===== src/hdl/assert_macros.svh =====
// Assertion macros used by the datapath of the state-of-charge tracker.
`ifndef ASSERT_MACROS_SVH
`define ASSERT_MACROS_SVH

// A property that must hold at every clock edge outside reset.
`define ASSERT_ALWAYS(lbl, prop, msg) \
    lbl: assert property (@(posedge aclk) disable iff (!aresetn) (prop)) \
        else $error(msg);

// A consequent that must hold in the same cycle as its antecedent.
`define ASSERT_IMPL(lbl, ante, cons, msg) \
    lbl: assert property (@(posedge aclk) disable iff (!aresetn) (ante) |-> (cons)) \
        else $error(msg);

`endif


===== src/hdl/csoc_pkg.sv =====
// Shared types and constants of the coulomb-counting state-of-charge tracker.
package csoc_pkg;

    localparam int CUR_W   = 24;
    localparam int MV_W    = 16;
    localparam int CAP_W   = 23;
    localparam int SOC_W   = 10;
    localparam int PCT_W   = 7;
    localparam int CYC_W   = 16;
    localparam int HOLD_W  = 16;

    localparam int IN_W    = CUR_W + 3 * MV_W;
    localparam int OUT_W   = 40;

    localparam int CFG_IDX_W  = 3;
    localparam int CFG_DATA_W = 23;

    // Charge is kept in mA*ms.
    localparam int PERIOD_MS = 1000;
    localparam int PERIOD_W  = $clog2(PERIOD_MS + 1) + 1;
    localparam logic signed [PERIOD_W-1:0] PERIOD_S = PERIOD_W'(PERIOD_MS);
    localparam int PROD_W    = CUR_W + PERIOD_W;

    localparam int STEP_MULT_W = 12;
    localparam logic [STEP_MULT_W-1:0] STEP_MULT = STEP_MULT_W'(3600);
    localparam int STEP_W      = CAP_W + STEP_MULT_W;

    localparam int REM_W     = 40;
    localparam int DIV_BITS  = REM_W;
    localparam int DIV_CNT_W = $clog2(DIV_BITS);

    localparam logic [SOC_W-1:0] SOC_MAX = SOC_W'(1000);
    localparam logic [CUR_W-1:0] FULL_CUR_LIMIT = CUR_W'(100);
    localparam logic [MV_W-1:0]  FULL_AVG_MIN = MV_W'(3400);
    localparam logic [MV_W-1:0]  FULL_MARGIN  = MV_W'(50);
    localparam logic [MV_W-1:0]  FULL_MV_DEF  = MV_W'(3500);
    localparam logic [MV_W-1:0]  EMPTY_MV_DEF = MV_W'(3000);
    localparam logic [MV_W-1:0]  AVG_VALID_MIN = MV_W'(2000);
    localparam logic [MV_W-1:0]  AVG_VALID_MAX = MV_W'(5000);
    localparam logic [MV_W-1:0]  EMPTY_AVG    = MV_W'(3000);
    localparam logic [MV_W-1:0]  MV_UNSET     = MV_W'(16'hFFFF);
    localparam logic [HOLD_W-1:0] HOLD_SAT    = HOLD_W'(16'hFFFF);

    // (x + 5) / 10 for x up to 1000 as a multiply by 205 and shift by 11.
    localparam logic [7:0] PCT_RECIP = 8'd205;
    localparam int         PCT_SHIFT = 11;
    localparam logic [SOC_W:0] PCT_ROUND = (SOC_W + 1)'(5);

    localparam logic [CAP_W-1:0]  CAP_RST      = CAP_W'(50000);
    localparam logic [MV_W-1:0]   IDLE_RST     = MV_W'(100);
    localparam logic [MV_W-1:0]   FULL_MV_RST  = MV_W'(3500);
    localparam logic [MV_W-1:0]   EMPTY_MV_RST = MV_W'(3000);
    localparam logic [HOLD_W-1:0] HOLD_RST     = HOLD_W'(300);
    localparam logic [SOC_W-1:0]  SOC_RST      = SOC_W'(500);
    localparam logic [CYC_W-1:0]  CYC_RST      = CYC_W'(0);

    typedef enum logic [CFG_IDX_W-1:0] {
        CFG_CAPACITY  = 3'd0,
        CFG_IDLE      = 3'd1,
        CFG_FULL_MV   = 3'd2,
        CFG_EMPTY_MV  = 3'd3,
        CFG_HOLD      = 3'd4,
        CFG_START_SOC = 3'd5,
        CFG_START_CYC = 3'd6
    } cfg_idx_t;

    typedef enum logic [2:0] {
        ST_IDLE,
        ST_PROD,
        ST_PREP,
        ST_DIV,
        ST_UPD,
        ST_OUT
    } state_t;

    typedef struct packed {
        logic load_in;
        logic mult;
        logic prep;
        logic div_step;
        logic update;
        logic out_load;
    } ctrl_cmd_t;

    typedef struct packed {
        logic out_free;
    } dp_stat_t;

endpackage


===== src/hdl/csoc_ctrl.sv =====
// Sequencing state machine of the state-of-charge tracker.
module csoc_ctrl (
    input  logic                  aclk,
    input  logic                  aresetn,
    input  logic                  s_tvalid,
    output logic                  s_tready,
    input  csoc_pkg::dp_stat_t    stat,
    output csoc_pkg::ctrl_cmd_t   cmd
);

    csoc_pkg::state_t state_reg, state_next;
    logic [csoc_pkg::DIV_CNT_W-1:0] cnt_reg, cnt_next;

    always_ff @(posedge aclk) begin
        if (!aresetn) begin
            state_reg <= csoc_pkg::ST_IDLE;
            cnt_reg   <= '0;
        end else begin
            state_reg <= state_next;
            cnt_reg   <= cnt_next;
        end
    end

    always_comb begin
        state_next = state_reg;
        cnt_next   = cnt_reg;
        cmd        = '0;
        s_tready   = 1'b0;
        case (state_reg)
            csoc_pkg::ST_IDLE: begin
                // No word is taken while reset is held.
                s_tready = aresetn;
                if (s_tvalid && aresetn) begin
                    cmd.load_in = 1'b1;
                    state_next  = csoc_pkg::ST_PROD;
                end
            end
            csoc_pkg::ST_PROD: begin
                cmd.mult   = 1'b1;
                state_next = csoc_pkg::ST_PREP;
            end
            csoc_pkg::ST_PREP: begin
                cmd.prep   = 1'b1;
                cnt_next   = '0;
                state_next = csoc_pkg::ST_DIV;
            end
            csoc_pkg::ST_DIV: begin
                cmd.div_step = 1'b1;
                cnt_next     = cnt_reg + csoc_pkg::DIV_CNT_W'(1);
                if (cnt_reg == csoc_pkg::DIV_CNT_W'(csoc_pkg::DIV_BITS - 1)) begin
                    state_next = csoc_pkg::ST_UPD;
                end
            end
            csoc_pkg::ST_UPD: begin
                cmd.update = 1'b1;
                state_next = csoc_pkg::ST_OUT;
            end
            csoc_pkg::ST_OUT: begin
                if (stat.out_free) begin
                    cmd.out_load = 1'b1;
                    state_next   = csoc_pkg::ST_IDLE;
                end
            end
            default: begin
                state_next = csoc_pkg::ST_IDLE;
            end
        endcase
    end

endmodule


===== src/hdl/csoc_dp.sv =====
// Datapath of the state-of-charge tracker: settings, charge integration, calibration, output.
`include "assert_macros.svh"

module csoc_dp (
    input  logic                              aclk,
    input  logic                              aresetn,
    input  logic                              cfg_wr_en,
    input  logic [csoc_pkg::CFG_IDX_W-1:0]    cfg_addr,
    input  logic [csoc_pkg::CFG_DATA_W-1:0]   cfg_wdata,
    input  logic [csoc_pkg::IN_W-1:0]         s_tdata,
    input  csoc_pkg::ctrl_cmd_t               cmd,
    output csoc_pkg::dp_stat_t                stat,
    output logic                              m_tvalid,
    input  logic                              m_tready,
    output logic [csoc_pkg::OUT_W-1:0]        m_tdata
);

    localparam int CW = csoc_pkg::CUR_W;
    localparam int VW = csoc_pkg::MV_W;
    localparam int SW = csoc_pkg::SOC_W;
    localparam int RW = csoc_pkg::REM_W;
    localparam int TW = csoc_pkg::STEP_W;
    localparam int PCT_W_HI = csoc_pkg::PCT_SHIFT + csoc_pkg::PCT_W - 1;

    // Settings.
    logic [csoc_pkg::CAP_W-1:0]  cap_reg;
    logic [VW-1:0]               idle_reg, full_mv_reg, empty_mv_reg;
    logic [csoc_pkg::HOLD_W-1:0] hold_per_reg;

    // Captured word.
    logic signed [CW-1:0] cur_reg;
    logic [VW-1:0]        avg_reg, max_reg, min_reg;

    // Integration and division.
    logic signed [csoc_pkg::PROD_W-1:0] prod_reg, prod_next;
    logic [TW-1:0]  step_reg, step_next;
    logic           skip_reg, skip_next;
    logic           sign_reg, sign_next;
    logic [RW-1:0]  dq_reg, dq_next;
    logic [TW-1:0]  dr_reg, dr_next;

    // Tracker state.
    logic [SW-1:0]               soc_reg, soc_next;
    logic signed [RW-1:0]        rem_reg, rem_next;
    logic                        det_reg, det_next;
    logic [csoc_pkg::HOLD_W-1:0] hold_reg, hold_next;
    logic [csoc_pkg::CYC_W-1:0]  cyc_reg, cyc_next;
    logic                        full_ev_reg, full_ev_next;
    logic                        empty_ev_reg, empty_ev_next;

    // Output register.
    logic                        m_valid_reg, m_valid_next;
    logic [SW-1:0]               m_soc_reg;
    logic [csoc_pkg::PCT_W-1:0]  m_pct_reg;
    logic [csoc_pkg::CYC_W-1:0]  m_cyc_reg;
    logic                        m_full_reg, m_empty_reg;

    logic [CW-1:0]        mag;
    logic signed [RW-1:0] sum;
    logic [TW:0]          trial;
    logic                 trial_ge;
    logic [SW-1:0]        soc_int;
    logic signed [RW-1:0] rem_int;
    logic [SW-1:0]        soc_room;
    logic [VW-1:0]        full_mv, empty_mv, full_thr;
    logic                 avg_ok, full_cond;
    logic [csoc_pkg::HOLD_W-1:0] hold_inc;
    logic [SW:0]          pct_in;
    logic [SW+8:0]        pct_prod;

    always_ff @(posedge aclk) begin
        if (!aresetn) begin
            cap_reg      <= csoc_pkg::CAP_RST;
            idle_reg     <= csoc_pkg::IDLE_RST;
            full_mv_reg  <= csoc_pkg::FULL_MV_RST;
            empty_mv_reg <= csoc_pkg::EMPTY_MV_RST;
            hold_per_reg <= csoc_pkg::HOLD_RST;
        end else if (cfg_wr_en) begin
            case (csoc_pkg::cfg_idx_t'(cfg_addr))
                csoc_pkg::CFG_CAPACITY: cap_reg      <= cfg_wdata;
                csoc_pkg::CFG_IDLE:     idle_reg     <= VW'(cfg_wdata);
                csoc_pkg::CFG_FULL_MV:  full_mv_reg  <= VW'(cfg_wdata);
                csoc_pkg::CFG_EMPTY_MV: empty_mv_reg <= VW'(cfg_wdata);
                csoc_pkg::CFG_HOLD:     hold_per_reg <= csoc_pkg::HOLD_W'(cfg_wdata);
                // The start values only matter at reset, where their reset values apply.
                csoc_pkg::CFG_START_SOC: begin
                end
                csoc_pkg::CFG_START_CYC: begin
                end
                default: begin
                end
            endcase
        end
    end

    always_ff @(posedge aclk) begin
        if (cmd.load_in) begin
            cur_reg <= s_tdata[CW-1:0];
            avg_reg <= s_tdata[CW+VW-1:CW];
            max_reg <= s_tdata[CW+2*VW-1:CW+VW];
            min_reg <= s_tdata[CW+3*VW-1:CW+2*VW];
        end
        prod_reg     <= prod_next;
        step_reg     <= step_next;
        skip_reg     <= skip_next;
        sign_reg     <= sign_next;
        dq_reg       <= dq_next;
        dr_reg       <= dr_next;
        full_ev_reg  <= full_ev_next;
        empty_ev_reg <= empty_ev_next;
        if (cmd.out_load) begin
            m_soc_reg   <= soc_reg;
            m_pct_reg   <= pct_prod[PCT_W_HI:csoc_pkg::PCT_SHIFT];
            m_cyc_reg   <= cyc_reg;
            m_full_reg  <= full_ev_reg;
            m_empty_reg <= empty_ev_reg;
        end
    end

    always_ff @(posedge aclk) begin
        if (!aresetn) begin
            soc_reg     <= csoc_pkg::SOC_RST;
            rem_reg     <= '0;
            det_reg     <= 1'b0;
            hold_reg    <= '0;
            cyc_reg     <= csoc_pkg::CYC_RST;
            m_valid_reg <= 1'b0;
        end else begin
            soc_reg     <= soc_next;
            rem_reg     <= rem_next;
            det_reg     <= det_next;
            hold_reg    <= hold_next;
            cyc_reg     <= cyc_next;
            m_valid_reg <= m_valid_next;
        end
    end

    assign mag = cur_reg[CW-1] ? CW'(-cur_reg) : CW'(cur_reg);
    assign sum = rem_reg + RW'(prod_reg);

    // One restoring division step: shift in a dividend bit, subtract when it fits.
    assign trial    = {dr_reg, dq_reg[RW-1]};
    assign trial_ge = trial >= {1'b0, step_reg};

    assign pct_in   = {1'b0, soc_reg} + csoc_pkg::PCT_ROUND;
    assign pct_prod = (SW + 9)'(pct_in) * (SW + 9)'(csoc_pkg::PCT_RECIP);

    always_comb begin
        prod_next = prod_reg;
        step_next = step_reg;
        skip_next = skip_reg;
        sign_next = sign_reg;
        dq_next   = dq_reg;
        dr_next   = dr_reg;
        if (cmd.mult) begin
            prod_next = csoc_pkg::PROD_W'(cur_reg) * csoc_pkg::PROD_W'(csoc_pkg::PERIOD_S);
            step_next = TW'(cap_reg) * TW'(csoc_pkg::STEP_MULT);
            skip_next = (mag < CW'(idle_reg)) || (cap_reg == '0);
        end
        if (cmd.prep) begin
            sign_next = sum[RW-1];
            dq_next   = sum[RW-1] ? RW'(-sum) : RW'(sum);
            dr_next   = '0;
        end
        if (cmd.div_step) begin
            dr_next = trial_ge ? TW'(trial - {1'b0, step_reg}) : TW'(trial);
            dq_next = {dq_reg[RW-2:0], trial_ge};
        end
    end

    // Integration result: unless the step is skipped, quotient moves the SOC, remainder keeps the dividend's sign.
    always_comb begin
        soc_room = csoc_pkg::SOC_MAX - soc_reg;
        if (skip_reg) begin
            soc_int = soc_reg;
            rem_int = rem_reg;
        end else if (sign_reg) begin
            rem_int = -(RW'(dr_reg));
            soc_int = (dq_reg >= RW'(soc_reg)) ? '0 : soc_reg - dq_reg[SW-1:0];
        end else begin
            rem_int = RW'(dr_reg);
            soc_int = (dq_reg > RW'(soc_room)) ? csoc_pkg::SOC_MAX
                                               : soc_reg + dq_reg[SW-1:0];
        end
    end

    always_comb begin
        full_mv  = (full_mv_reg == '0 || full_mv_reg == csoc_pkg::MV_UNSET)
                   ? csoc_pkg::FULL_MV_DEF : full_mv_reg;
        empty_mv = (empty_mv_reg == '0 || empty_mv_reg == csoc_pkg::MV_UNSET)
                   ? csoc_pkg::EMPTY_MV_DEF : empty_mv_reg;
        full_thr = full_mv - csoc_pkg::FULL_MARGIN;
        avg_ok   = (avg_reg >= csoc_pkg::AVG_VALID_MIN) && (avg_reg <= csoc_pkg::AVG_VALID_MAX);
        full_cond = (mag < csoc_pkg::FULL_CUR_LIMIT) && (avg_reg >= csoc_pkg::FULL_AVG_MIN)
                    && (max_reg >= full_thr);
        hold_inc = (hold_reg == csoc_pkg::HOLD_SAT) ? hold_reg
                                                    : hold_reg + csoc_pkg::HOLD_W'(1);

        soc_next      = soc_reg;
        rem_next      = rem_reg;
        det_next      = det_reg;
        hold_next     = hold_reg;
        cyc_next      = cyc_reg;
        full_ev_next  = full_ev_reg;
        empty_ev_next = empty_ev_reg;

        if (cmd.update) begin
            soc_next      = soc_int;
            rem_next      = rem_int;
            full_ev_next  = 1'b0;
            empty_ev_next = 1'b0;
            if (!avg_ok) begin
                det_next = 1'b0;
            end else begin
                if (full_cond) begin
                    if (!det_reg) begin
                        det_next  = 1'b1;
                        hold_next = '0;
                    end else begin
                        hold_next = hold_inc;
                        if (hold_inc >= hold_per_reg) begin
                            soc_next     = csoc_pkg::SOC_MAX;
                            rem_next     = '0;
                            cyc_next     = cyc_reg + csoc_pkg::CYC_W'(1);
                            det_next     = 1'b0;
                            full_ev_next = 1'b1;
                        end
                    end
                end else begin
                    det_next = 1'b0;
                end
                // Empty runs after full, so an empty pack in the same period ends at zero.
                if (avg_reg < csoc_pkg::EMPTY_AVG || min_reg <= empty_mv) begin
                    soc_next      = '0;
                    rem_next      = '0;
                    empty_ev_next = 1'b1;
                end
            end
        end
    end

    always_comb begin
        stat.out_free = !m_valid_reg || m_tready;
        if (cmd.out_load) begin
            m_valid_next = 1'b1;
        end else if (m_tready) begin
            m_valid_next = 1'b0;
        end else begin
            m_valid_next = m_valid_reg;
        end
    end

    assign m_tvalid = m_valid_reg;
    assign m_tdata  = {{(csoc_pkg::OUT_W - SW - csoc_pkg::PCT_W - csoc_pkg::CYC_W - 2){1'b0}},
                       m_empty_reg, m_full_reg, m_cyc_reg, m_pct_reg, m_soc_reg};

    `ASSERT_ALWAYS(a_soc_range, soc_reg <= csoc_pkg::SOC_MAX, "SOC left its range")
    `ASSERT_IMPL(a_empty_soc, m_valid_reg && m_empty_reg, m_soc_reg == '0,
        "empty event with nonzero SOC")
    `ASSERT_IMPL(a_full_soc, m_valid_reg && m_full_reg && !m_empty_reg,
        m_soc_reg == csoc_pkg::SOC_MAX, "full event without full SOC")

endmodule


===== src/hdl/coulomb_soc_tracker.sv =====
// Top level of the coulomb-counting state-of-charge tracker.
//
// Usage: one input word per update period on the s_ stream carries the pack
// current and cell voltages; each accepted word yields exactly one result
// word on the m_ stream with the updated SOC, rounded percent, cycle count
// and the full and empty calibration flags.
// Settings are written through cfg_wr_en, cfg_addr and cfg_wdata while the
// block is idle; they take effect with the next input word.
// After a word is accepted it passes through the product, preparation,
// division, update and output states; the charge step is found there by a
// bit-serial divider of 40 iterations. No new word is taken until the
// result is loaded into the output register: s_tready is high only between words.
// When the receiver stalls, the finished result waits in the output
// register; the next input word is still accepted and processed, and its
// result waits until the register is taken.
// Reset (aresetn low, synchronous) restores all settings to their defaults,
// the SOC to 50.0 %, the cycle count to zero and clears the charge
// remainder and any pending result.
module coulomb_soc_tracker (
    input  logic                              aclk,
    input  logic                              aresetn,
    input  logic                              cfg_wr_en,
    input  logic [csoc_pkg::CFG_IDX_W-1:0]    cfg_addr,
    input  logic [csoc_pkg::CFG_DATA_W-1:0]   cfg_wdata,
    input  logic                              s_tvalid,
    output logic                              s_tready,
    // current_ma[23:0], mean_mv[39:24], max_cell_mv[55:40], min_cell_mv[71:56]
    input  logic [csoc_pkg::IN_W-1:0]         s_tdata,
    output logic                              m_tvalid,
    input  logic                              m_tready,
    // soc_tenth_pct[9:0], soc_whole_pct[16:10], cycle_count[32:17],
    // full_event[33], empty_event[34], zero[39:35]
    output logic [csoc_pkg::OUT_W-1:0]        m_tdata
);

    csoc_pkg::ctrl_cmd_t cmd;
    csoc_pkg::dp_stat_t  stat;

    csoc_ctrl u_ctrl (
        .aclk     (aclk),
        .aresetn  (aresetn),
        .s_tvalid (s_tvalid),
        .s_tready (s_tready),
        .stat     (stat),
        .cmd      (cmd)
    );

    csoc_dp u_dp (
        .aclk      (aclk),
        .aresetn   (aresetn),
        .cfg_wr_en (cfg_wr_en),
        .cfg_addr  (cfg_addr),
        .cfg_wdata (cfg_wdata),
        .s_tdata   (s_tdata),
        .cmd       (cmd),
        .stat      (stat),
        .m_tvalid  (m_tvalid),
        .m_tready  (m_tready),
        .m_tdata   (m_tdata)
    );

endmodule


===== config.mk =====
export PLATFORM = sky130hd
export DESIGN_NAME = coulomb_soc_tracker
export DESIGN_NICKNAME = d
export VERILOG_FILES = /design/src/hdl/csoc_pkg.sv /design/src/hdl/csoc_ctrl.sv /design/src/hdl/csoc_dp.sv /design/src/hdl/coulomb_soc_tracker.sv
export VERILOG_INCLUDE_DIRS = /design/src /design/src/hdl
export SDC_FILE = /design/constraint.sdc
export NUM_CORES = 2
export LEC_CHECK = 0
export BUFFER_PORTS_ARGS = -buffer_cell sky130_fd_sc_hd__buf_2
export CELL_PAD_IN_SITES_DETAIL_PLACEMENT = 0
export CELL_PAD_IN_SITES_GLOBAL_PLACEMENT = 1
export CORE_ASPECT_RATIO = 0.75
export CORE_MARGIN = 2
export CORE_UTILIZATION = 50
export DETAILED_ROUTE_END_ITERATION = 8
export PLACE_DENSITY_LB_ADDON = 0.15
export SETUP_SLACK_MARGIN = 0.02
export SLEW_MARGIN = 30
export SYNTH_ARGS = -nofsm -noshare
export SYNTH_HDL_FRONTEND = slang
export SYNTH_SLANG_ARGS = --single-unit

===== constraint.sdc =====
create_clock -name aclk -period 7.9 [get_ports aclk]
set_input_delay 0 -clock aclk [delete_from_list [all_inputs] [get_ports aclk]]
set_output_delay 0 -clock aclk [all_outputs]
set_load 0.02 [all_outputs]

==> results.cfg <==
[status]
status = completed

[cells_and_area]
nFillCells = 5799
fin_cells = 4654
final_util_pct = 57.0
final_common_cell = ha_1
layout_common_cells = ha_1 (424), nand2_1 (343), inv_1 (317), edfxtp_1 (249), nor2_1 (220)
layout-drive-gt1-share_pct = 7.50
area_delta_synth_final_pct = 12.7
design_area_mm2 = 0.0381
layout.nets = 4411

[floorplan]
coreArea_mm2 = 0.0669
die_width_um = 304
die_area_mm2 = 0.0698
rows = 82
die_h_um = 229
io_pins = 145
initial_utilization_pct = 50.6

[worst_setup_path]
cp.depth = 19
path_buf_inv = 2
crit_end = u_dp.m_pct_reg[6]
timing.rr.end = u_dp.m_pct_reg[6]
required_ps = 8240
worstPathArrival_ps = 6180
ff2ff_setup_slack_ps = 2060
end_kind = register
crit_family = adder cells
crit_path_max_fanout = 11
crit_chain = ha_1, nor2_1, nor3_1, nand2_1, xnor2_1, ha_1, fa_1, inv_1, fa_1, inv_1, fa_1, ha_1, a21oi_1, nor2b_1, o21a_1, o41ai_1, o2111ai_1, a21oi_1, xnor2_1
path_class = register to register
critPathLaunch = u_dp.soc_reg[1]
r2r_cells = 19
cpPeakStageDelay_ps = 630
r2r_start = u_dp.soc_reg[1]
critPathSlowestCell = dfxtp_1
cp-start-kind = register

[grt]
grt_antenna_before_repair = 1
grt_pass1_wl_um = 137000
overflow = 0
grt_use_total_pct = 24.2
grt_pass1_vias = 25439
grt_max_degree = 105

[power_and_ir_drop]
peakVddDrop_mv = 0.201
p_per_area_mw_per_mm2 = 270
p_leak_nw = 16.7

[synth]
synthTopCellsByArea = edfxtp_1 (22%), ha_1 (16%), dfxtp_1 (11%)
synth_edf_count = 249
syn_inst = 3525
async_flop_share_pct = 0
synth_cell_types = 86
synth_seq_area_share_pct = 32.8
syn_area_mm2 = 0.0338
ys.flop_type = edfxtp_1
yosys.area.top_type = edfxtp_1
avgSynthCellArea_um2 = 9.60
yosysWarnings = 0
yosys.area.top_type_share_pct = 22.1
synth-seq-cells = 429

[timing]
hold_viol = 0
finalCritPeriodShare_pct = 73.9
worstMarginPinSlew_ps = 900
fin_ws_ps = 2060
final.min_clock_period_ps = 5840
tns_ps = 0
finalSetupViolCount = 0
fin_skew_ps = 20.5
timing.fmax_mhz = 171
max_slew_margin_pct = 40.0
grt_setup_unrepaired = false
drv_slew = 0

[clock_tree]
root_buffer = clkbuf_16
cts_sinks = 429
h-tree-depth = 2
path_clk_slew_ps = 70
cts_tree = done
clk_latency_ps = 610
clock_path_buffers = 3
cts_setup_buffers = 0
cts_buffers = 49

[drt]
routed_via_density = 5.62
drt_iter0_drc = 1542
ant_nets = 0
drt_drc_violations_left = 0
wl_per_cell_um = 18.2
drt-total-wl_um = 84900
first_pass_iters = 5
num_vias = 26152

[place]
dp_cells = 4457
place_area_mm2 = 0.0353
hpwl_um = 65300
portBuffers = 139
routabilityCongestion = 0.884
place_ws_ps = 2130

[min_path]
hold_class = input port to register

[flow_run]
drv_cap = 0
-- what timing repair did --
| item | 4_1_cts | 5_1_grt |
|---|---|---|
| resized for setup | 0 | 0 |
| endpoints found under the hold margin | 200 | 0 |
| hold buffers | 102 | 0 |
-- layout make-up --
type / count / area (um^2) / share of cell area (%)
repair buffers: 259 / 1880 / 4.94
multi-input cells: 2672 / 21100 / 55.4
diodes: 1 / 2.50 / 0.00656
clock buffers: 69 / 1450 / 3.80
well taps: 882 / 1100 / 2.89
clock inverters: 23 / 272 / 0.712
inverters: 319 / 1200 / 3.14
flip-flops and latches: 429 / 11100 / 29.1
-- logic make-up after synthesis --
kind of cell               after synthesis  synth area share [%]
other                                    1                0.0111
buffers and inverters                  428                  4.86
adders and majority gates              578                  24.8
muxes                                   43                  1.28
and+or+nand+nor                       1015                  14.3
DFF                                    429                  32.8
AOI/OAI and AO/OA                      805                  16.1
xor gates and xnor gates               226                  5.85
-- how the worst min path moves through the flow --
stage,startpoint,to,slack [ps],depth (start not counted)
2_1_floorplan,s_tdata[24],u_dp.avg_reg[0],100,0
3_3_place_gp,s_tdata[33],u_dp.avg_reg[9],180,1
3_5_place_dp,s_tdata[67],u_dp.min_reg[11],180,1
4_1_cts,cfg_addr[2],u_dp.full_mv_reg[12],20,6
5_1_grt,s_tdata[45],u_dp.max_reg[5],70,2
6_report,cfg_addr[2],u_dp.full_mv_reg[15],50,6
-- where the power goes --
part / switching [mW] / internal [mW]
Sequential: 0.292 / 2.88
Combinational: 2.69 / 2.01
Clock: 0.969 / 1.45
Total: 3.95 / 6.34
-- Yosys cell counts, drive strengths merged (25+ instances only) --
library cell,instances
xnor2,139
a21boi,81
nor2b,41
a211oi,30
fa,154
o31ai,29
nand3,91
a21oi,188
mux2i,41
nor4,30
xor2,87
nand2b,42
o21ai,135
nand2,344
o2bb2ai,40
inv,318
dfxtp,180
clkbuf,94
nand4,49
edfxtp,249
nor2,224
nor3,57
ha,424
o21a,36
a21o,92
o21bai,25
and3,30
or3,25
o211ai,28
-- per-stage QoR --
stage / power, mW / hold slack, ps
final: 10.3 / 49.3
after global routing: 11.1 / 73.3
after global placement: 7.71 / 176
after floorplan: 6.66 / 98.9
after CTS: 10.3 / 18.4
after detailed placement: 7.81 / 178
-- tightest hold or removal path, cell delays in order --
cell      delay (ps)
buf_2            100
nor2b_1          100
nand2_1          110
nor2_2           130
nand2_1          100
a21boi_0          60
-- per-layer routing --
| layer | vias up | part of all wire (%) | global-route usage (%) |
|---|---|---|---|
| met5 | - | 0 | 0 |
| met3 | 129 | 5.3 | 3.96 |
| li1 | 12953 | - | - |
| met1 | 12497 | 49 | 35.7 |
| met4 | 0 | 2.1 | 5.82 |
| met2 | 573 | 43 | 37.2 |
(Power assumes the default switching activity.)
